[config.mk]
export PLATFORM = sky130hd
export DESIGN_NAME = abvd_pixel_flat
export DESIGN_NICKNAME = d
export VERILOG_FILES = /design/src/hdl/abvd_pkg.sv /design/src/hdl/abvd_if.sv /design/src/hdl/abvd_pixel.sv /design/src/flat_wrapper.sv
export SDC_FILE = /design/constraint.sdc
export NUM_CORES = 1
export LEC_CHECK = 0
export BUFFER_PORTS_ARGS = -buffer_cell sky130_fd_sc_hd__buf_2
export CORE_ASPECT_RATIO = 0.5
export CORE_UTILIZATION = 56
export CTS_CLUSTER_DIAMETER = 120
export DETAILED_ROUTE_END_ITERATION = 16
export MAX_ROUTING_LAYER = met4
export PLACE_DENSITY = 0.93
export SLEW_MARGIN = 20
export SYNTH_ARGS = -nofsm -noshare
export SYNTH_HDL_FRONTEND = slang
export SYNTH_SLANG_ARGS = --single-unit
export TNS_END_PERCENT = 5
[constraint.sdc]
create_clock -name clk -period 1.9 [get_ports clk]
set_input_delay 0.19 -clock clk [delete_from_list [all_inputs] [get_ports clk]]
set_output_delay 0.19 -clock clk [all_outputs]
set_load 0.02 [all_outputs]
[src/hdl/abvd_pkg.sv]
// Package for the attribute/bitmap video decoder.
// Types, action codes and frame constants; no dependencies.
package abvd_pkg;

    localparam int STORE_AW = 13;

    typedef enum logic [1:0] {
        ACT_WRITE  = 2'd0,
        ACT_BORDER = 2'd1,
        ACT_FRAME  = 2'd2,
        ACT_RENDER = 2'd3
    } action_t;

    typedef enum logic [1:0] {
        ST_IDLE,
        ST_ATTR,
        ST_FORM
    } seq_state_t;

    localparam logic [STORE_AW-1:0] ATTR_BASE = 13'h1800;
    localparam logic [7:0] FIRST_PIC_LINE = 8'd32;
    localparam logic [7:0] LAST_PIC_LINE  = 8'd223;
    localparam logic [5:0] FIRST_PIC_CELL = 6'd4;
    localparam logic [5:0] LAST_PIC_CELL  = 6'd35;

    // sequencer -> pixel former
    typedef struct packed {
        logic       capture;       // store read data is the bitmap byte
        logic       load;          // form the cell and load the output register
        logic       border;        // cell lies in the border
        logic [2:0] border_colour;
        logic       flash_phase;   // flash counter bit 4
    } form_ctrl_t;

endpackage

[src/hdl/abvd_if.sv]


interface abvd_out_if;
    logic        valid;
    logic        ready;
    logic [31:0] pixels;

    modport source (output valid, pixels, input ready);
    modport sink (input valid, pixels, output ready);
endinterface

[src/hdl/abvd_pixel.sv]
// Pixel former: holds the bitmap byte, expands bitmap + attribute into eight
// colour codes and drives the result register. Uses abvd_pkg, abvd_if.
module abvd_pixel
    import abvd_pkg::*;
(
    input  logic       clk,
    input  logic       rst_n,
    input  form_ctrl_t ctrl,
    input  logic [7:0] rd_data,
    output logic       out_free,
    abvd_out_if.source result
);

    logic [7:0]  bits_reg;
    logic        valid_reg;
    logic [31:0] pixels_reg;
    logic [31:0] pixels_next;
    logic [2:0]  ink;
    logic [2:0]  paper;
    logic        swap;

    always_ff @(posedge clk)
    begin
        if (ctrl.capture)
        begin
            bits_reg <= rd_data;
        end
    end

    // rd_data holds the attribute byte while the cell is formed
    assign swap  = rd_data[7] && ctrl.flash_phase;
    assign ink   = swap ? rd_data[5:3] : rd_data[2:0];
    assign paper = swap ? rd_data[2:0] : rd_data[5:3];

    always_comb
    begin
        for (int i = 0; i < 8; i++)
        begin
            if (ctrl.border)
            begin
                pixels_next[4*i +: 4] = {1'b0, ctrl.border_colour};
            end
            else
            begin
                pixels_next[4*i +: 4] = {rd_data[6], bits_reg[i] ? ink : paper};
            end
        end
    end

    assign out_free = !valid_reg || result.ready;

    always_ff @(posedge clk or negedge rst_n)
    begin
        if (!rst_n)
        begin
            valid_reg <= 1'b0;
        end
        else if (out_free)
        begin
            valid_reg <= ctrl.load;
        end
    end

    always_ff @(posedge clk)
    begin
        if (ctrl.load)
        begin
            pixels_reg <= pixels_next;
        end
    end

    assign result.valid  = valid_reg;
    assign result.pixels = pixels_reg;

endmodule

[src/flat_wrapper.sv]
// flat-port wrapper written by rule: the top's interface ports become plain ports
module abvd_pixel_flat import abvd_pkg::*;
  (clk, rst_n, ctrl, rd_data, out_free, result_valid, result_pixels, result_ready);
  abvd_out_if result_i ();
  input  logic clk;
  input  logic rst_n;
  input  form_ctrl_t ctrl;
  input  logic [7:0] rd_data;
  output logic out_free;
  output wire logic [$bits(result_i.valid)-1:0] result_valid;
  output wire logic [$bits(result_i.pixels)-1:0] result_pixels;
  input wire logic [$bits(result_i.ready)-1:0] result_ready;
  assign result_valid = result_i.valid;
  assign result_pixels = result_i.pixels;
  assign result_i.ready = result_ready;
  abvd_pixel u_core (.clk(clk), .rst_n(rst_n), .ctrl(ctrl), .rd_data(rd_data), .out_free(out_free), .result(result_i));
endmodule
* Word level (Yosys, flattened, before mapping) *
Index checks and enable logic that the tools add are counted.

cells by class
  mux-type cells = 18
  reduce and logical (&&, ||, !) cells = 3

operators with widths
  kind               number
  two-way mux 3 bit  18
  logical AND 1 bit  1
  zero test 1 bit    1
  logical OR 1 bit   1

storage, ports and cells
  logic and storage cells = 25
  register bits = 34
  output and inout port bits = 34
  input bits = 18

* Depth between registers and ports, before layout *
Gate-level depths: netlist of the first run.

  depth after elaboration = 4
  mapped depth = 4
  gate-level depth less buffers = 3

* Worst setup path before layout of the first run *
Ideal clock, no wire load.

  kind = reg2reg
  start point = register u_core.bits_reg[1]
  end point = register u_core.pixels_reg[6] (netlist: u_core.result.pixels[6]) (data pin)
  library setup time = 0.259 ns
  buffers on the path = 0
  arrival time = 0.804 ns
  stages on the path, launching flop included = 4
  clock period less this slack = 1.062 ns
  path slack = 0.838 ns
  data required time = 1.641 ns
  cells stage by stage = edfxtp_1 > a21boi_0 > nor3_1 > nor3_2

on the way
  word-level cells in the longest chain between the ends = 2

ends and longest elaborated chain
  what                             RTL line          source
  start: declaration               abvd_pixel.sv:14  logic [7:0] bits_reg;
  start signal: assignment         abvd_pixel.sv:26  bits_reg <= rd_data;
  two-way mux 3 bit                abvd_pixel.sv:45  pixels_next[4*i +: 4] = {rd_data[6], bits_reg[i] ? ink : paper};
  two-way mux 3 bit                abvd_pixel.sv:39  if (ctrl.border)
  named net u_core.pixels_next[6]  abvd_pixel.sv:17  logic [31:0] pixels_next;
  end signal: assignment           abvd_pixel.sv:68  pixels_reg <= pixels_next;
  end: declaration                 abvd_pixel.sv:16  logic [31:0] pixels_reg;

The timed path passes the listed nets, and every way through them passes these cells.
A chain may end at the register's enable or synchronous reset.

* Worst setup path in the final report of the first run *
  start point = register u_core.bits_reg[1]
  end point = register u_core.pixels_reg[5] (netlist: u_core.result.pixels[5]) (data pin)

Same word-level chain as after synthesis.

==> results of run 1 <==
synthesized netlist by cell type:
master and n:
nor3_1 44, edfxtp_1 33, a21oi_1 24, a21bo_2 8, and3b_1 8, nand3b_1 8, a21boi_1 7, buf_4 7
buf_2 6, clkbuf_2 4, nor2b_1 4, nor3_2 4, or2_1 4, buf_6 3, nand2b_1 2, or2_0 2
a21boi_0 1, buf_1 1, clkbuf_1 1, dfrtp_1 1
worst register-to-register path, stage by stage, from the launching register on:
cell	delay (ns)
edfxtp_1	0.42
nand3b_1	0.24
a21oi_1	0.25
nor3_2	0.07
final timing paths:
path | from | end | depth (start not counted)
max | u_core.bits_reg[1] | u_core.result.pixels[5] | 3
min | rd_data[1] | u_core.bits_reg[1] | 1
min in group asynchronous | rst_n | u_core.result.valid | 2
max in group asynchronous | rst_n | u_core.result.valid | 2
min reg2reg | u_core.result.valid | u_core.result.valid | 2
max reg2reg | u_core.bits_reg[1] | u_core.result.pixels[5] | 3
power groups by stage:
| stage | Sequential (mW) | Clock, mW | Combinational (mW) |
|---|---|---|---|
| after floorplan | 0.996 | 0 | 0.201 |
| after CTS | 0.920 | 0.560 | 0.361 |
| after global routing | 0.926 | 0.600 | 0.391 |
| after global placement | 0.933 | 0 | 0.349 |
| after detailed placement | 0.936 | 0 | 0.358 |
| final | 0.919 | 0.562 | 0.364 |
metal layers:
layer  routed length, um  vias to the layer above  GRT usage, %
met5                   0                        -             -
met4                  26                        0          7.93
met3                 459                        4          8.95
met2                1880                       88          38.4
met1                1750                      687          34.2
li1                    -                      715             -
kinds of logic after synthesis:
| group | synth area share (%) |
|---|---|
| and+or+nand+nor | 24.7 |
| AOI/OAI and AO/OA | 13.8 |
| buffers and inverters | 7.63 |
| DFF | 53.9 |
through the flow:
stage | setup slack, ns | hold slack, ns | area, um^2
2_1_floorplan | 0.838 | -0.106 | 1890
3_3_place_gp | 0.494 | -0.0352 | 2070
3_5_place_dp | 0.459 | -0.0316 | 2070
4_1_cts | 0.690 | 0.0913 | 2170
5_1_grt | 0.618 | 0.0845 | 2170
6_report | 0.678 | 0.0925 | 2170
area by class of cell:
| class | instances | share of cell area, % |
|---|---|---|
| Sequential cell | 34 | 46.7 |
| Clock inverter | 2 | 0.575 |
| Clock buffer | 6 | 3.80 |
| Timing Repair Buffer | 55 | 13.2 |
| Multi-Input combinational cell | 116 | 33.4 |
| Tap cell | 40 | 2.30 |
==> flow_summary.ini, run 1 <==
[status]
status = finished with violations
failed_checks = DRC

[timing]
min_period_ns = 1.22
finalSetupViolCount = 0
timing.final.max_slew_violations = 0
hold_viol = 0
timing.setup.tns_ns = 0
max_slew.worst_pin.slew_ns = 0.605
final.period_utilization_pct = 64.3
timing.max_slew.rel_slack_pct = 59.6
worst_clock_skew_ns = 0.00227
timing.fmax_mhz = 819
rsz0062_at_grt = false

[placement]
placer_congestion = 0.865
placement.io_buffers = 51
place.detailed.hpwl_um = 2690
dp.cells = 244

[logic_synthesis]
synth_top_area_share_pct = 52.6
synth.lib_cells_used.distinct = 20
synthesis.nets = 190
yosys_warnings = 0
synth.avg_cell_area_um2 = 11.0
synth.yosys.seq_area_share_pct = 53.9
ys_top_cells_by_area = edfxtp_1 53%, nor3_1 12%, a21oi_1 6.4%
synthesis.instances = 172
synth_seq_cells = 34
post_synth_instance_area_um2 = 1890
synth_area_leader_cell = edfxtp_1

[cts]
clkTransAtPathRegs_ns = 0.07
clock_sinks = 34
total_clock_buffers_created_by_cts = 5
latest_clock_arrival_within_the_worst_skew_pair_ns = 0.28
clock_path_buffers = 2
clock_tree.root_cell = clkbuf_8
htree_levels = 2
ctsResizeCount = 0
tritoncts = yes
postCtsSetupBuffers = 0
cts_hold_buf = 1

[critical_path]
timing.critical_path.required_ns = 1.93
crit_path_end_kind = register
worst_path_max_delay_cell = edfxtp_1
worstSetupPathType = register to register
crit_chain = nand3b_1, a21oi_1, nor3_2
cp_max_fo = 4
timing.critical_path.slowest_cell_delay_ns = 0.42
worstPathBufferInverterCount = 0
crit_family = flip-flops
crit_path_start_kind = register
regToRegSetupSlack_ns = 0.68
worstPathArrival_ns = 1.26

[floorplanning]
floorplan.die.height_um = 43.0
die_area_um2 = 3620
number_of_placement_rows = 14
core-area_um2 = 3100
top_level_ports = 52
initial_core_util_pct = 60.8
dieWidth_um = 84.1

[power]
pwr_density_cell_nw_per_um2 = 848
power_share_of_the_clock_group_pct = 30.5
design_power_total_mw = 1.84
share_of_power_burned_in_combinational_logic_pct = 19.7
ir_drop_v = 0.000481
leakagePower_nw = 0.850
p_sw_mw = 0.522
switching_power_share_of_the_total_pct = 28.3
internal_power_mw = 1.32
power_frac_seq_pct = 49.8

[grt]
grt_first_pass_wirelength_um = 6780
grt_start_max_net_pins = 34
globalRouteOverflowTotal = 0
grt_pass1_vias = 1384
global_route.usage.total_pct = 26.0
antenna_found_initial = 0

[drt]
drt-total-wl_um = 4110
route.detailed.vias_per_inst = 5.91
drc_errors = 4
drt_iter0_drc = 132
wl_per_cell_um = 16.3
routed-via-count = 1494
ant_nets = 0
drtPass1Iterations = 10

[cells_and_area]
drive_gt1_share_pct = 34.7
final_core_utilization_pct = 70.1
largest_reg_flops = 25
ff_latch_area_um2 = 1020
antenna_cells_inserted = 0
nFillCells = 225
layout.cells.most_common = buf_2
final-instance-count-excl-fill = 253
flow.area_growth_from_synthesis_pct = 15.3
area_used_by_multi_input_combinational_logic_um2 = 726
mostFrequentLayoutCells = 51 x buf_2, 44 x nor3_1, 33 x edfxtp_1
layout.nets = 230

[job]
drv.max_cap_violation_count = 0

[worst_hold_path]
class_of_the_tightest_hold_or_removal_check = primary input to register
Note: power is estimated with default switching activity, not from simulation.
==> run 2: changes to the inputs <==
--- a/config.mk
+++ b/config.mk
@@ -5,13 +5,14 @@
 export SDC_FILE = /design/constraint.sdc
 export NUM_CORES = 1
 export LEC_CHECK = 0
+export ABC_AREA = 1
 export BUFFER_PORTS_ARGS = -buffer_cell sky130_fd_sc_hd__buf_2
 export CORE_ASPECT_RATIO = 0.5
-export CORE_UTILIZATION = 56
+export CORE_UTILIZATION = 45
 export CTS_CLUSTER_DIAMETER = 120
 export DETAILED_ROUTE_END_ITERATION = 16
 export MAX_ROUTING_LAYER = met4
-export PLACE_DENSITY = 0.93
+export PLACE_DENSITY = 0.82
 export SLEW_MARGIN = 20
 export SYNTH_ARGS = -nofsm -noshare
 export SYNTH_HDL_FRONTEND = slang
==> constraint.sdc (replaced) <==
create_clock -name clk -period 1.05 [get_ports clk]
set_input_delay 0.105 -clock clk [delete_from_list [all_inputs] [get_ports clk]]
set_output_delay 0.105 -clock clk [all_outputs]
set_load 0.02 [all_outputs]
==> flow_summary.ini, run 2 <==
[critical_path]
timing.critical_path.slowest_cell_delay_ns = 0.42
worstPathArrival_ns = 1.09
cpMostUsedCell = nand3_1
worstSetupPathType = register to register
regToRegSetupSlack_ns = -0.009
crit_chain = inv_2, nand3_1, nand3_1, nand2_1
cp_max_fo = 3
crit_path_end_kind = register
worst_path_max_delay_cell = edfxtp_1
crit_path_start_kind = register
timing.critical_path.required_ns = 1.08

[timing]
worst_clock_skew_ns = 0.00514
hold-worst-slack_ns = 0.00753
postLayoutSetupSlackWorst_ns = -0.00931
final.period_utilization_pct = 101
timing.max_slew.rel_slack_pct = 76.4
timing.final.max_slew_violations = 0
rsz0062_at_grt = true
max_slew.worst_pin.slew_ns = 0.353
hold_viol = 0
min_period_ns = 1.06
finalSetupViolCount = 1
timing.fmax_mhz = 944

[logic_synthesis]
synth_seq_cells = 34
synth.avg_cell_area_um2 = 9.83
synthMostInstantiatedCell = nand3_1
post_synth_instance_area_um2 = 1670
synth.lib_cells_used.distinct = 9
ys_top_cells_by_area = edfxtp_1 59%, nand3_1 23%, nand2_1 6.5%
synth-edff-count = 33
synth.cells.most_frequent = 78 x nand3_1, 33 x edfxtp_1, 29 x nand2_1, 12 x inv_1
synth.yosys.seq_area_share_pct = 60.8
proportion_of_register_bits_with_asynchronous_set_or_reset_after_synthesis_pct = 2.94
synth_top_area_share_pct = 59.3
yosys_warnings = 0
synthesis.instances = 170
synthesis.nets = 188
synth_area_leader_cell = edfxtp_1
dominantRegCellSynth = edfxtp_1

[placement]
dp.cells = 275
place_ws_ns = -0.0882
placer_congestion = 0.972
place.detailed.hpwl_um = 3150
placement.io_buffers = 51

[power]
pwr_density_cell_nw_per_um2 = 1560
ir_drop_v = 0.00105
leakagePower_nw = 1.02
p_sw_mw = 0.973
internal_power_mw = 2.41
switching_power_share_of_the_total_pct = 28.8
power_share_of_the_clock_group_pct = 29.4
power_frac_seq_pct = 49.1
share_of_power_burned_in_combinational_logic_pct = 21.5

[cells_and_area]
final-instance-count-excl-fill = 284
antenna_cells_inserted = 0
largest_reg_flops = 25
layout.cells.most_common = nand3_1
nFillCells = 305
mostFrequentLayoutCells = 74 x nand3_1, 49 x buf_2, 33 x edfxtp_1
ff_latch_area_um2 = 1020
flow.area_growth_from_synthesis_pct = 29.9
area_used_by_multi_input_combinational_logic_um2 = 569
final_core_utilization_pct = 62.2
drive_gt1_share_pct = 38.2
layout.nets = 250

[cts]
htree_levels = 2
clock_sinks = 34
clock_tree.root_cell = clkbuf_8
latest_clock_arrival_within_the_worst_skew_pair_ns = 0.29
tritoncts = yes
clock_path_buffers = 2
total_clock_buffers_created_by_cts = 5
clkTransAtPathRegs_ns = 0.07

[floorplanning]
initial_core_util_pct = 47.8
core-area_um2 = 3490
die_area_um2 = 3970
dieWidth_um = 88.2
top_level_ports = 52
number_of_placement_rows = 15
floorplan.die.height_um = 45.1

[drt]
drt_iter0_drc = 115
ant_nets = 0
drc_errors = 0
routed-via-count = 1528
route.detailed.vias_per_inst = 5.38
drtPass1Iterations = 5
wl_per_cell_um = 15.7
drt-total-wl_um = 4450

[worst_hold_path]
class_of_the_tightest_hold_or_removal_check = primary input to register

[grt]
grt_start_max_net_pins = 27
antenna_found_initial = 0
globalRouteOverflowTotal = 0
grt_pass1_vias = 1338
grt_first_pass_wirelength_um = 6910
global_route.usage.total_pct = 25.8

[job]
drv.max_cap_violation_count = 0

[status]
status = finished with violations
failed_checks = setup timing
[run 2: cell count changes in the layout (fill, tap and decap cells not counted), sizes merged, moves of 8 or more]
cell    previous run  this run
nand2              0        36
nor3              48         0
buf               54        63
inv                0        12
nand3b             8         0
a21boi             8         0
a21oi             24         0
nand3              0        78
and3b              8         0
a21bo              8         0
[run 2: worst paths after layout]
| kind | endpoint | cells past startpoint | start |
|---|---|---|---|
| worst min-delay path | u_core.bits_reg[6] | 1 | rd_data[6] |
| worst max-delay path | u_core.result.pixels[28] | 4 | u_core.bits_reg[7] |
| worst min register to register | u_core.result.valid | 2 | u_core.result.valid |
| max in group asynchronous | u_core.result.valid | 2 | rst_n |
| min in group asynchronous | u_core.result.valid | 2 | rst_n |
| worst max register to register | u_core.result.pixels[28] | 4 | u_core.bits_reg[7] |
[run 2: layout make-up]
cell class	count	area share, %
multi-input combinational	115	26.2
tap	51	2.94
sequential	34	46.8
clock buffer	8	4.15
inverter	12	2.08
timing repair buffer	64	17.8
[run 2: cells by family after synthesis]
group | after synthesis | synth area share, %
and+or+nand+nor | 115 | 32.7
DFF | 34 | 60.8
buffers and inverters | 21 | 6.44
[run 2: per-layer routing]
| layer | global-route usage (%) | vias up | share of wire [%] |
|---|---|---|---|
| li1 | - | 725 | - |
| met1 | 39.2 | 710 | 49 |
| met2 | 31.5 | 80 | 40 |
| met3 | 6.95 | 13 | 9.1 |
| met4 | 10.0 | 0 | 2.0 |
| met5 | - | - | 0 |
[run 2: through the flow]
step	power [mW]	cell area, um^2	TNS (ns)
floorplan	2.11	1670	0
global placement	2.37	2040	-0.395
detailed placement	2.38	2040	-1.04
CTS	3.37	2140	0
global route	3.52	2170	-0.731
finish	3.38	2170	-0.00931
[run 2: timing repair]
item / in CTS / in global routing
setup endpoints to repair: 3 / 31
hold endpoints to repair: 1 / 0
pin swaps: 0 / 16
resized for setup: 2 / 13
hold buffers: 1 / 0
setup buffers: 0 / 0
[run 2: power groups by stage]
stage	Combinational (mW)	Clock (mW)	Sequential (mW)
after detailed placement	0.695	0	1.69
after global routing	0.792	1.05	1.67
final	0.727	0.995	1.66
after CTS	0.702	1.01	1.66
after global placement	0.693	0	1.68
after floorplan	0.301	0	1.80
[run 2: worst max-delay path: cells and delay by family (launching register included)]
| family | cells | cell delay, ns |
|---|---|---|
| DFF | 1 | 0.42 |
| and+or+nand+nor | 3 | 0.29 |
| buffers and inverters | 1 | 0.10 |
