## config.mk

```make
export PLATFORM = sky130hd
export DESIGN_NAME = abvd_seq_flat
export DESIGN_NICKNAME = d
export VERILOG_FILES = /design/src/hdl/abvd_pkg.sv /design/src/hdl/abvd_if.sv /design/src/hdl/abvd_seq.sv /design/src/flat_wrapper.sv
export SDC_FILE = /design/constraint.sdc
export NUM_CORES = 1
export LEC_CHECK = 0
export BUFFER_PORTS_ARGS = -buffer_cell sky130_fd_sc_hd__clkbuf_2
export CAP_MARGIN = 10
export CORE_MARGIN = 10
export CORE_UTILIZATION = 41
export DETAILED_ROUTE_END_ITERATION = 6
export GPL_TIMING_DRIVEN = 0
export PLACE_DENSITY = 0.79
export SKIP_LAST_GASP = 1
export SLEW_MARGIN = 15
export SYNTH_ARGS = -nofsm -noshare
export SYNTH_HDL_FRONTEND = slang
export SYNTH_SLANG_ARGS = --single-unit
```

## constraint.sdc

```tcl
create_clock -name clk -period 2 [get_ports clk]
set_clock_uncertainty 0.2 [all_clocks]
set_input_delay 0.2 -clock clk [delete_from_list [all_inputs] [get_ports clk]]
set_output_delay 0.2 -clock clk [all_outputs]
set_load 0.02 [all_outputs]
```

## src/hdl/abvd_pkg.sv

```systemverilog
// Package for the attribute/bitmap video decoder.
// Types, action codes and frame constants; no dependencies.
package abvd_pkg;

    localparam int STORE_AW = 13;

    typedef enum logic [1:0] {
        ACT_WRITE  = 2'd0,
        ACT_BORDER = 2'd1,
        ACT_FRAME  = 2'd2,
        ACT_RENDER = 2'd3
    } action_t;

    typedef enum logic [1:0] {
        ST_IDLE,
        ST_ATTR,
        ST_FORM
    } seq_state_t;

    localparam logic [STORE_AW-1:0] ATTR_BASE = 13'h1800;
    localparam logic [7:0] FIRST_PIC_LINE = 8'd32;
    localparam logic [7:0] LAST_PIC_LINE  = 8'd223;
    localparam logic [5:0] FIRST_PIC_CELL = 6'd4;
    localparam logic [5:0] LAST_PIC_CELL  = 6'd35;

    // sequencer -> pixel former
    typedef struct packed {
        logic       capture;       // store read data is the bitmap byte
        logic       load;          // form the cell and load the output register
        logic       border;        // cell lies in the border
        logic [2:0] border_colour;
        logic       flash_phase;   // flash counter bit 4
    } form_ctrl_t;

endpackage

```

## src/hdl/abvd_if.sv

```systemverilog
// Valid/ready channel interfaces for the decoder's input and result beats.
// Depends on nothing.
interface abvd_in_if;
    logic        valid;
    logic        ready;
    logic [1:0]  action;
    logic [12:0] store_address;
    logic [7:0]  data_byte;
    logic [7:0]  line;
    logic [5:0]  cell_req;

    modport source (output valid, action, store_address, data_byte, line, cell_req,
                    input ready);
    modport sink (input valid, action, store_address, data_byte, line, cell_req,
                  output ready);
endinterface


```

## src/hdl/abvd_seq.sv

```systemverilog
// Sequencer: accepts input beats, executes write/border/frame actions,
// issues the bitmap and attribute reads of a render. Uses abvd_pkg, abvd_if.
module abvd_seq
    import abvd_pkg::*;
(
    input  logic                clk,
    input  logic                rst_n,
    abvd_in_if.sink             item,
    input  logic                out_free,
    output logic                wr_en,
    output logic [STORE_AW-1:0] wr_addr,
    output logic [7:0]          wr_data,
    output logic                rd_en,
    output logic [STORE_AW-1:0] rd_addr,
    output form_ctrl_t          ctrl
);

    seq_state_t          state_reg, state_next;
    logic [2:0]          border_reg, border_next;
    logic [4:0]          flash_reg, flash_next;
    logic                bcell_reg, bcell_next;
    logic [STORE_AW-1:0] attr_addr_reg;

    logic                fire;
    logic                in_pic;
    logic [7:0]          yy;
    logic [4:0]          x;
    logic [STORE_AW-1:0] bm_addr;
    logic [STORE_AW-1:0] at_addr;
    action_t             act;

    assign act    = action_t'(item.action);
    assign in_pic = (item.line >= FIRST_PIC_LINE) && (item.line <= LAST_PIC_LINE) &&
                    (item.cell_req >= FIRST_PIC_CELL) && (item.cell_req <= LAST_PIC_CELL);
    assign yy     = item.line - FIRST_PIC_LINE;
    assign x      = 5'(item.cell_req - FIRST_PIC_CELL);
    // interleaved thirds / pixel rows / character rows
    assign bm_addr = {yy[7:6], yy[2:0], yy[5:3], x};
    assign at_addr = ATTR_BASE | {3'b000, yy[7:3], x};

    // ready depends on state and output space only
    assign item.ready = (state_reg == ST_IDLE) || ((state_reg == ST_FORM) && out_free);

    assign fire    = item.valid && item.ready;
    assign wr_en   = fire && (act == ACT_WRITE);
    assign wr_addr = item.store_address;
    assign wr_data = item.data_byte;

    always_comb
    begin
        state_next  = state_reg;
        border_next = border_reg;
        flash_next  = flash_reg;
        bcell_next  = bcell_reg;
        rd_en       = 1'b0;
        rd_addr     = bm_addr;

        case (state_reg)
            ST_IDLE:
            begin
            end
            ST_ATTR:
            begin
                rd_en      = 1'b1;
                rd_addr    = attr_addr_reg;
                state_next = ST_FORM;
            end
            ST_FORM:
            begin
                if (out_free)
                begin
                    state_next = ST_IDLE;
                end
            end
            default:
            begin
                state_next = ST_IDLE;
            end
        endcase

        if (fire)
        begin
            case (act)
                ACT_BORDER:
                begin
                    border_next = item.data_byte[2:0];
                end
                ACT_FRAME:
                begin
                    flash_next = flash_reg + 5'd1;
                end
                ACT_RENDER:
                begin
                    bcell_next = !in_pic;
                    if (in_pic)
                    begin
                        rd_en      = 1'b1;
                        rd_addr    = bm_addr;
                        state_next = ST_ATTR;
                    end
                    else
                    begin
                        state_next = ST_FORM;
                    end
                end
                default:
                begin
                end
            endcase
        end
    end

    always_ff @(posedge clk or negedge rst_n)
    begin
        if (!rst_n)
        begin
            state_reg  <= ST_IDLE;
            border_reg <= 3'd0;
            flash_reg  <= 5'd0;
            bcell_reg  <= 1'b0;
        end
        else
        begin
            state_reg  <= state_next;
            border_reg <= border_next;
            flash_reg  <= flash_next;
            bcell_reg  <= bcell_next;
        end
    end

    always_ff @(posedge clk)
    begin
        if (fire)
        begin
            attr_addr_reg <= at_addr;
        end
    end

    assign ctrl.capture       = (state_reg == ST_ATTR);
    assign ctrl.load          = (state_reg == ST_FORM) && out_free;
    assign ctrl.border        = bcell_reg;
    assign ctrl.border_colour = border_reg;
    assign ctrl.flash_phase   = flash_reg[4];

endmodule

```

## src/flat_wrapper.sv

```systemverilog
// flat-port wrapper written by rule: the top's interface ports become plain ports
module abvd_seq_flat import abvd_pkg::*;
  (clk, rst_n, out_free, wr_en, wr_addr, wr_data, rd_en, rd_addr, ctrl, item_valid, item_action, item_store_address, item_data_byte, item_line, item_cell_req, item_ready);
  abvd_in_if item_i ();
  input  logic clk;
  input  logic rst_n;
  input  logic out_free;
  output logic wr_en;
  output logic [STORE_AW-1:0] wr_addr;
  output logic [7:0] wr_data;
  output logic rd_en;
  output logic [STORE_AW-1:0] rd_addr;
  output form_ctrl_t ctrl;
  input wire logic [$bits(item_i.valid)-1:0] item_valid;
  input wire logic [$bits(item_i.action)-1:0] item_action;
  input wire logic [$bits(item_i.store_address)-1:0] item_store_address;
  input wire logic [$bits(item_i.data_byte)-1:0] item_data_byte;
  input wire logic [$bits(item_i.line)-1:0] item_line;
  input wire logic [$bits(item_i.cell_req)-1:0] item_cell_req;
  output wire logic [$bits(item_i.ready)-1:0] item_ready;
  assign item_i.valid = item_valid;
  assign item_i.action = item_action;
  assign item_i.store_address = item_store_address;
  assign item_i.data_byte = item_data_byte;
  assign item_i.line = item_line;
  assign item_i.cell_req = item_cell_req;
  assign item_ready = item_i.ready;
  abvd_seq u_core (.clk(clk), .rst_n(rst_n), .item(item_i), .out_free(out_free), .wr_en(wr_en), .wr_addr(wr_addr), .wr_data(wr_data), .rd_en(rd_en), .rd_addr(rd_addr), .ctrl(ctrl));
endmodule
```

## After elaboration in Yosys (flattened, before gate mapping)

Cells that the tools add are included.

- Add/subtract/negate cells: 3
- $mul: 0
- Div/mod/pow operators: 0
- Order comparisons: 4
- Equality and inequality tests: 5
- Shift-type cells: 0
- Mux-type cells: 13
- Bitwise logic cells: 0
- Reductions and logical operators: 13

Operator list:

| kind | count |
|---|---|
| $mux W13 | 4 |
| $ge A8 B6 Y1 const B | 1 |
| $le A8 B8 Y1 const B | 1 |
| $mux W2 | 4 |
| $sub A8 B6 Y8 const B | 1 |
| $eq A2 B2 Y1 const B | 3 |
| $ge A6 B3 Y1 const B | 1 |
| $le A6 B6 Y1 const B | 1 |
| $logic_and A1 B1 Y1 | 6 |
| $pmux W2 S3 | 1 |
| $reduce_and A2 Y1 | 3 |
| $add A5 B1 Y5 const B | 1 |
| $sub A5 B3 Y5 const B | 1 |
| $eq A2 B1 Y1 const B | 2 |
| $logic_not A2 Y1 | 2 |
| $mux W1 | 4 |
| $logic_not A1 Y1 | 1 |
| $logic_or A1 B1 Y1 | 1 |

- Bits in registers: 21
- Bits in latches: 0
- Bits in writable memories: 0
- Memory bits (read-only): 0
- Output and inout bits: 44
- Word-level logic and storage cells: 43
- Memories kept: 0

## Logic depth before layout (Yosys ltp)

Gate-level depths: netlist of the first run.

- Depth in word-level cells: 7
- Mapped depth: 6

## Worst setup path before layout of the first run

No wires, ideal clock.

- Path kind: register to output
- From: register u_core.state_reg[1]
- To: output wr_en
- Arrival: 1.300 ns
- Data required time: 1.600 ns
- Setup slack: 0.300 ns
- Cell stages (with the launch flop): 4
- Path buffers: 1
- Path through: dfrtp_1 -> nor2b_4 -> buf_6 -> nor4_1

- Longest elaborated chain between the ends: 5

Ends and longest elaborated chain:

| item | RTL line | text |
|---|---|---|
| from (decl) | abvd_seq.sv:18 | `seq_state_t state_reg, state_next;` |
| from (signal assigned) | abvd_seq.sv:124 | `state_reg <= state_next;` |
| $eq A2 B2 Y1 | abvd_seq.sv:42 | `assign item.ready = (state_reg == ST_IDLE) \|\| ((state_reg == ST_FORM) && out_free);` |
| $logic_and A1 B1 Y1 | abvd_seq.sv:42 |  |
| $logic_or A1 B1 Y1 (*) | abvd_seq.sv:42 |  |
| $logic_and A1 B1 Y1 (*) | abvd_seq.sv:44 | `assign fire = item.valid && item.ready;` |
| $logic_and A1 B1 Y1 (*) | abvd_seq.sv:45 | `assign wr_en = fire && (act == ACT_WRITE);` |
| to (decl) | flat_wrapper.sv:8 | `output logic wr_en;` |

Mark *: on every way between the ends. The rest lies on a longest branch, timed or not.

## Worst setup path after layout of the first run

- From: input item_cell_req[0]
- To: output rd_en

- Longest elaborated chain between the ends: 6

Ends and longest elaborated chain:

| item | RTL line | text |
|---|---|---|
| from (decl) | flat_wrapper.sv:19 | `input wire logic [$bits(item_i.cell_req)-1:0] item_cell_req;` |
| $ge A6 B3 Y1 | abvd_seq.sv:34 | `(item.cell_req >= FIRST_PIC_CELL) && (item.cell_req <= LAST_PIC_CELL);` |
| $logic_and A1 B1 Y1 | abvd_seq.sv:33 | `assign in_pic = (item.line >= FIRST_PIC_LINE) && (item.line <= LAST_PIC_LINE) &&` |
| $logic_and A1 B1 Y1 (*) | abvd_seq.sv:34 |  |
| $mux W1 (*) | abvd_seq.sv:95 | `if (in_pic)` |
| $mux W1 (*) | abvd_seq.sv:83 | `case (act)` |
| $mux W1 (*) | abvd_seq.sv:81 | `if (fire)` |
| to (decl) | flat_wrapper.sv:11 | `output logic rd_en;` |

Marks and branches as above.

==> key figures, run 1 <==
Status
  • Status: finished clean

Logic synthesis
  • Main combinational cell family by area after synthesis: buffers and inverters
  • Top area cells in the synthesized netlist: sky130_fd_sc_hd__edfxtp_1, sky130_fd_sc_hd__dfrtp_1, sky130_fd_sc_hd__buf_4
  • Synthesized net count: 157
  • Multiplexer area fraction after synthesis: 9.70%
  • Total standard cell area after synthesis: 1280 sq um
  • Post-synth EDFFs: 10
  • Cell accounting for the most synthesized area: sky130_fd_sc_hd__edfxtp_1
  • Number of synthesized register bits: 21
  • Average cell area after synthesis: 11.4 sq um
  • Yosys warnings: 0
  • Synth unique cells: 31
  • Synth Instances: 112
  • Compound-cell area share of the yosys netlist: 3.72%
  • FFs w/ async S/R, synth: 52.4%
  • Xor and xnor area share after synthesis: 4.11%
  • Post-synthesis adder-cell area fraction: 3.92%
  • Area share of the largest cell type after synthesis: 23.5%
  • Dominant register cell in the synthesized netlist: sky130_fd_sc_hd__dfrtp_1
  • Part of the Yosys area used for sequential elements: 45.1%
  • Simple-gate portion of the synthesized area: 16.0%

Floorplanning
  • Floorplan die height: 75.8 um
  • Starting density of the core: 42.2%
  • Die Span X: 75.8 um
  • Count of pins on the block boundary: 85
  • DIE AREA: 5750 sq um
  • Area inside the core boundary: 3030 sq um
  • Cell Rows: 20

CTS
  • Root cell of the clock tree: sky130_fd_sc_hd__clkbuf_4
  • Clock tree from TritonCTS: done
  • Level count of the clock H-tree: 1
  • Clock Latency Late Sink: 0.30 ns
  • Num CTS Buffers: 3
  • Bufs on Longest Clock Path: 2
  • Total clock sinks: 21
  • Clock-pin slew on the worst setup and hold paths: 0.12 ns

Place
  • Post-DP HPWL: 2.73 mm
  • Final GP Congestion: 0.717
  • Port buffer count: 66

Detailed routing
  • Post-detailed-route wirelength per cell: 13.9 um
  • Vias: 1071
  • Drt first-iter violations: 24
  • First-pass iteration count of the detailed router: 4
  • Antenna violation net count after detailed routing: 0
  • Number of remaining DRC errors: 0
  • Detailed-route wire length: 3.34 mm
  • Post-DR vias/cell: 4.46

STA
  • Final Critical Period: 1.91 ns
  • FMAX: 0.523 GHz
  • Endpoints failing hold: 0
  • Worst-margin pin slew: 0.542 ns
  • Final Max Tran Viols: 0
  • Setup-violating endpoint count in the final report: 0
  • Final period util: 95.6%
  • Final Hold Slack: 0.0264 ns
  • Relative slew slack: 63.8%
  • RSZ-0062 raised after global routing: yes

Cells and area
  • Final net count: 242
  • Util after Layout: 61.8%
  • Max FFs per register: 10
  • ANT cells: 0
  • Total area of sequential cells: 576 sq um
  • Filler instances: 256
  • Area growth from synthesis to layout: 46.5%
  • Area used by multi-input combinational logic: 505 sq um
  • Ratio of cells with drive above 1 in the final layout: 59.2%

Critical path
  • Required time of the worst setup path: 1.60 ns
  • Maximum fanout count along the critical path: 4
  • WP data arrival: 1.51 ns
  • Stage delay of the slowest cell on the critical path: 0.53 ns
  • Critical Path Most Common Cell: sky130_fd_sc_hd__clkbuf_2
  • Launching element type of the critical path: primary input
  • Worst-path cell with the longest stage delay: sky130_fd_sc_hd__dlygate4sd3_1
  • Kind of end point of the critical path: output pin
  • Worst-path cell chain: dlygate4sd3_1, clkbuf_2, nor2_1, a211o_1, nand3_2, nand2_1, clkbuf_2
  • Kind of critical path: in -> out

GRT
  • Vias in the first global route: 1218
  • Maximum number of pins on one net before global-route repair: 13
  • Global-route wire length before repair: 5.24 mm
  • Total congestion overflow after global routing: 0
  • Total Routing Usage GR: 11.8%
  • Number of antenna violations at the first check in global routing: 0

Power and ir drop
  • Worst vdd rail ir drop: 0.378 mV
  • Leakage power of the design: 0.000980 uW
  • Pwr/cell area: 650 nW/um^2

Min path
  • Min-delay worst type: in -> reg

Flow run
  • Max-Cap Viols: 0
cell usage after synthesis (all sizes together), types with 2 or more instances:
cell type	instances
a21oi	3
buf	26
dfrtp	11
edfxtp	10
ha	4
inv	8
mux2	11
nand2	4
nand2b	4
nand3	2
nor2	7
nor2b	2
nor3	3
nor4b	2
xnor2	2
xor2	4
cells in the final DEF, fill, tap and decap left out, drive strengths merged, types with 2 or more instances in the layout:
cell / netlist / layout
buf: 26 / 33
nor2: 7 / 7
xnor2: 2 / 2
nor4b: 2 / 2
nor2b: 2 / 2
xor2: 4 / 4
clkbuf: 0 / 65
dlygate4sd3: 0 / 10
a21oi: 3 / 3
nand3: 2 / 2
inv: 8 / 8
mux2: 11 / 11
nand2: 4 / 4
nor3: 3 / 3
ha: 4 / 4
edfxtp: 10 / 10
dfrtp: 11 / 11
nand2b: 4 / 4
final timing paths:
path                                     start              endpoint  slack, ns  cells after the start
hold / removal                item_cell_req[5]   u_core.state_reg[0]       0.03                      4
hold reg to reg            u_core.flash_reg[4]   u_core.flash_reg[4]       0.28                      1
min in group asynchronous                rst_n   u_core.flash_reg[4]       0.11                      2
setup / recovery              item_cell_req[0]                 rd_en       0.09                      7
max in group asynchronous                rst_n  u_core.border_reg[1]       1.27                      2
setup reg to reg           u_core.state_reg[1]  u_core.border_reg[2]       0.31                      4
cell families after synthesis:
logic type / count (synthesis)
AO/OA/AOI/OAI: 7
XOR/XNOR: 6
adder cells (fa/ha/maj): 4
buffers and inverters: 34
flip-flops: 21
multiplexers: 11
AND/OR/NAND/NOR: 29
timing repair:
item / in CTS / in global routing
setup buffers: 0 / 3
pin swaps: 0 / 2
endpoints found under the hold margin: 20 / 1
hold buffers: 10 / 1
setup endpoints to repair: 5 / 21
resized for setup: 4 / 14
power breakdown:
group / leakage [uW] / internal [uW] / switching, uW
Combinational: 0.000730 / 202 / 225
Clock: 0.0000177 / 74.6 / 130
Sequential: 0.000233 / 537 / 48.5
Total: 0.000980 / 814 / 403
area by class of cell:
cell class | count | area share [%]
sequential | 21 | 30.7
multi-input combinational | 57 | 27.0
inverter | 8 | 1.60
clock inverter | 1 | 0.267
clock buffer | 3 | 1.20
buffer | 26 | 10.8
tap | 44 | 2.94
timing repair buffer | 80 | 25.4
per-stage QoR:
step	instance area [sq um]	instances	total power, uW	setup TNS (ns)	worst slack (ns)
detailed placement	1660	222	999	0	0.0786
global route	1870	240	1310	-0.0293	-0.0204
CTS	1810	236	1220	-0.0209	-0.0209
global placement	1660	222	980	0	0.127
floorplan	1280	112	852	0	0.300
finish	1870	240	1220	0	0.0875
per-layer routing:
| layer | up-vias | part of all wire [%] | routed length [um] | GRT usage [%] |
|---|---|---|---|---|
| li1 | 527 | - | - | - |
| met1 | 481 | 37 | 1230 | 11.6 |
| met2 | 59 | 46 | 1550 | 19.7 |
| met3 | 4 | 16 | 543 | 8.20 |
| met4 | 0 | 0.66 | 22 | 3.09 |
| met5 | - | 0 | 0 | 0 |
critical path: cells and delay by family:
kind / cells / cell delay, ns
AO/OA/AOI/OAI: 1 / 0.30
buffers and inverters: 3 / 0.80
AND/OR/NAND/NOR: 3 / 0.21
No activity file was read; power rests on OpenSTA's default activity.
==> inputs of run 2 (changes only) <==
- CORE_MARGIN: 10 -> default
==> run 2 against run 1 <==
The flow now finishes with violations (DRC). Worst hold slack better by 0.0063 ns. Power down 0.67%. Largest power group unchanged. Sequential share of layout area up 0.98 points. Sequential power up 1%. Register-to-register slack worse by 0.20 ns. Critical path type is now reg -> out. Core utilization up 1.8 points.
==> key figures, run 2 (same netlist as run 1, synthesis figures left out) <==
Status
  • Status: finished, violations left
  • Failing checks: DRC

CTS
  • Bufs on Longest Clock Path: 2
  • Clock-pin slew on the worst setup and hold paths: 0.11 ns
  • Clock tree from TritonCTS: done
  • Root cell of the clock tree: sky130_fd_sc_hd__clkbuf_4
  • Clock Latency Late Sink: 0.30 ns
  • Num CTS Buffers: 3
  • Level count of the clock H-tree: 1
  • Total clock sinks: 21

Power and ir drop
  • Share of power burned in registers: 49.0%
  • Leakage power of the design: 0.000963 uW
  • Switching power summed over all nets: 397 uW
  • Clock Power Share: 16.6%
  • Worst vdd rail ir drop: 0.338 mV
  • Share of power burned in combinational logic: 34.4%
  • Pwr/cell area: 666 nW/um^2
  • Int Power: 812 uW
  • Proportion of total power due to net switching: 32.8%

Detailed routing
  • Post-DR vias/cell: 4.77
  • Number of remaining DRC errors: 4
  • Detailed-route wire length: 2.76 mm
  • Antenna violation net count after detailed routing: 0
  • First-pass iteration count of the detailed router: 7
  • Drt first-iter violations: 18
  • Vias: 1074
  • Post-detailed-route wirelength per cell: 12.3 um

STA
  • Worst-margin pin slew: 0.835 ns
  • Final period util: 97.5%
  • Endpoints failing hold: 0
  • Final Hold Slack: 0.0327 ns
  • Setup-violating endpoint count in the final report: 0
  • Final Critical Period: 1.95 ns
  • FMAX: 0.513 GHz
  • Final Max Tran Viols: 0
  • Relative slew slack: 44.1%
  • Accumulated negative setup slack: 0 ns
  • RSZ-0062 raised after global routing: yes

Floorplanning
  • Die Span X: 57.8 um
  • Starting density of the core: 44.8%
  • Floorplan die height: 57.8 um
  • DIE AREA: 3340 sq um
  • Area inside the core boundary: 2850 sq um
  • Cell Rows: 19
  • Count of pins on the block boundary: 85

Place
  • Final GP Congestion: 0.710
  • Post-DP HPWL: 2.15 mm
  • Count of placed standard cells including taps: 209
  • Area after detailed placement: 1650 sq um
  • Port buffer count: 66

Cells and area
  • ANT cells: 0
  • Final standard cell count with taps included and fillers excluded: 225
  • Filler instances: 239
  • Max FFs per register: 10
  • Commonest non-fill, non-tap cells in the layout: sky130_fd_sc_hd__clkbuf_2, sky130_fd_sc_hd__buf_4, sky130_fd_sc_hd__dfrtp_1
  • Cell area after layout: 1810 sq um
  • Final net count: 240
  • Most common library cell in the layout ignoring fill and taps: sky130_fd_sc_hd__clkbuf_2
  • Util after Layout: 63.6%
  • Ratio of cells with drive above 1 in the final layout: 56.7%
  • Area growth from synthesis to layout: 42.0%

Critical path
  • Worst-path cell chain: nor2b_4, buf_6, nor4_1, clkbuf_2
  • Worst-case register-to-register setup slack: 0.11 ns
  • Kind of critical path: reg -> out
  • Beginning of the critical path: u_core.state_reg[1]
  • Stage delay of the slowest cell on the critical path: 0.41 ns
  • Launching element type of the critical path: register
  • Crit Reg-Reg Startpoint: u_core.state_reg[1]
  • Reg-to-reg critical path endpoint: u_core.attr_addr_reg[8]
  • Worst-path cell with the longest stage delay: sky130_fd_sc_hd__dfrtp_1
  • Reg2reg path depth: 3
  • Required time of the worst setup path: 1.60 ns
  • Maximum fanout count along the critical path: 8
  • Crit path max-delay family: simple AND/OR/NAND/NOR gates
  • Kind of end point of the critical path: output pin
  • WP data arrival: 1.55 ns
  • Crit path buf inv count: 2

GRT
  • Total Routing Usage GR: 16.6%
  • Number of antenna violations at the first check in global routing: 0
  • Maximum number of pins on one net before global-route repair: 12
  • Total congestion overflow after global routing: 0
  • Global-route wire length before repair: 4.28 mm
  • Vias in the first global route: 1003

Min path
  • Hold Crit Endpoint: u_core.attr_addr_reg[4]
  • Start point of the worst hold path: item_cell_req[4]
  • Min-delay worst type: in -> reg
  • Number of cells traversed by the worst hold path: 2

Flow run
  • Max-Cap Viols: 0
==> run 2: layer usage <==
layer | wire length (um) | track usage [%]
met2 | 1400 | 30.0
met5 | 0 | 0
met1 | 1100 | 19.3
met4 | 23 | 5.10
met3 | 240 | 3.79
==> run 2: repair_timing <==
item,4_1_cts,5_1_grt
hold endpoints to repair,20,0
hold buffers,10,0
gates resized for setup,4,8
endpoints found under the setup margin,5,6
buffers inserted,0,2
pin swaps,0,2
==> run 2: area by class of cell <==
class	count	area (sq um)	area share, %
Buffer	26	199	11.0
Sequential cell	21	576	31.7
Multi-Input combinational cell	57	489	27.0
Inverter	8	30.0	1.66
Clock buffer	4	26.3	1.45
Tap cell	31	38.8	2.14
Timing Repair Buffer	78	455	25.1
==> run 2: how the worst max path moves through the flow <==
| stage | depth (start not counted) | to | slack [ns] |
|---|---|---|---|
| final | 4 | wr_en | 0.05 |
| after global routing | 5 | rd_en | -0.05 |
| after global placement | 3 | u_core.attr_addr_reg[8] | 0.12 |
| after floorplan | 3 | wr_en | 0.30 |
| after detailed placement | 3 | u_core.attr_addr_reg[8] | 0.09 |
| after CTS | 6 | rd_en | -0.02 |
==> run 2: metrics by stage <==
stage / power [uW] / worst slack [ns]
2_1_floorplan: 852 / 0.300
3_3_place_gp: 970 / 0.125
3_5_place_dp: 999 / 0.0945
4_1_cts: 1210 / -0.0200
5_1_grt: 1290 / -0.0451
6_report: 1210 / 0.0500
==> run 2: power by group through the flow <==
stage / Clock (uW) / Combinational, uW / Sequential [uW]
finish: 200 / 415 / 593
global route: 231 / 453 / 605
CTS: 206 / 414 / 593
detailed placement: 0 / 398 / 601
global placement: 0 / 377 / 593
floorplan: 0 / 247 / 605
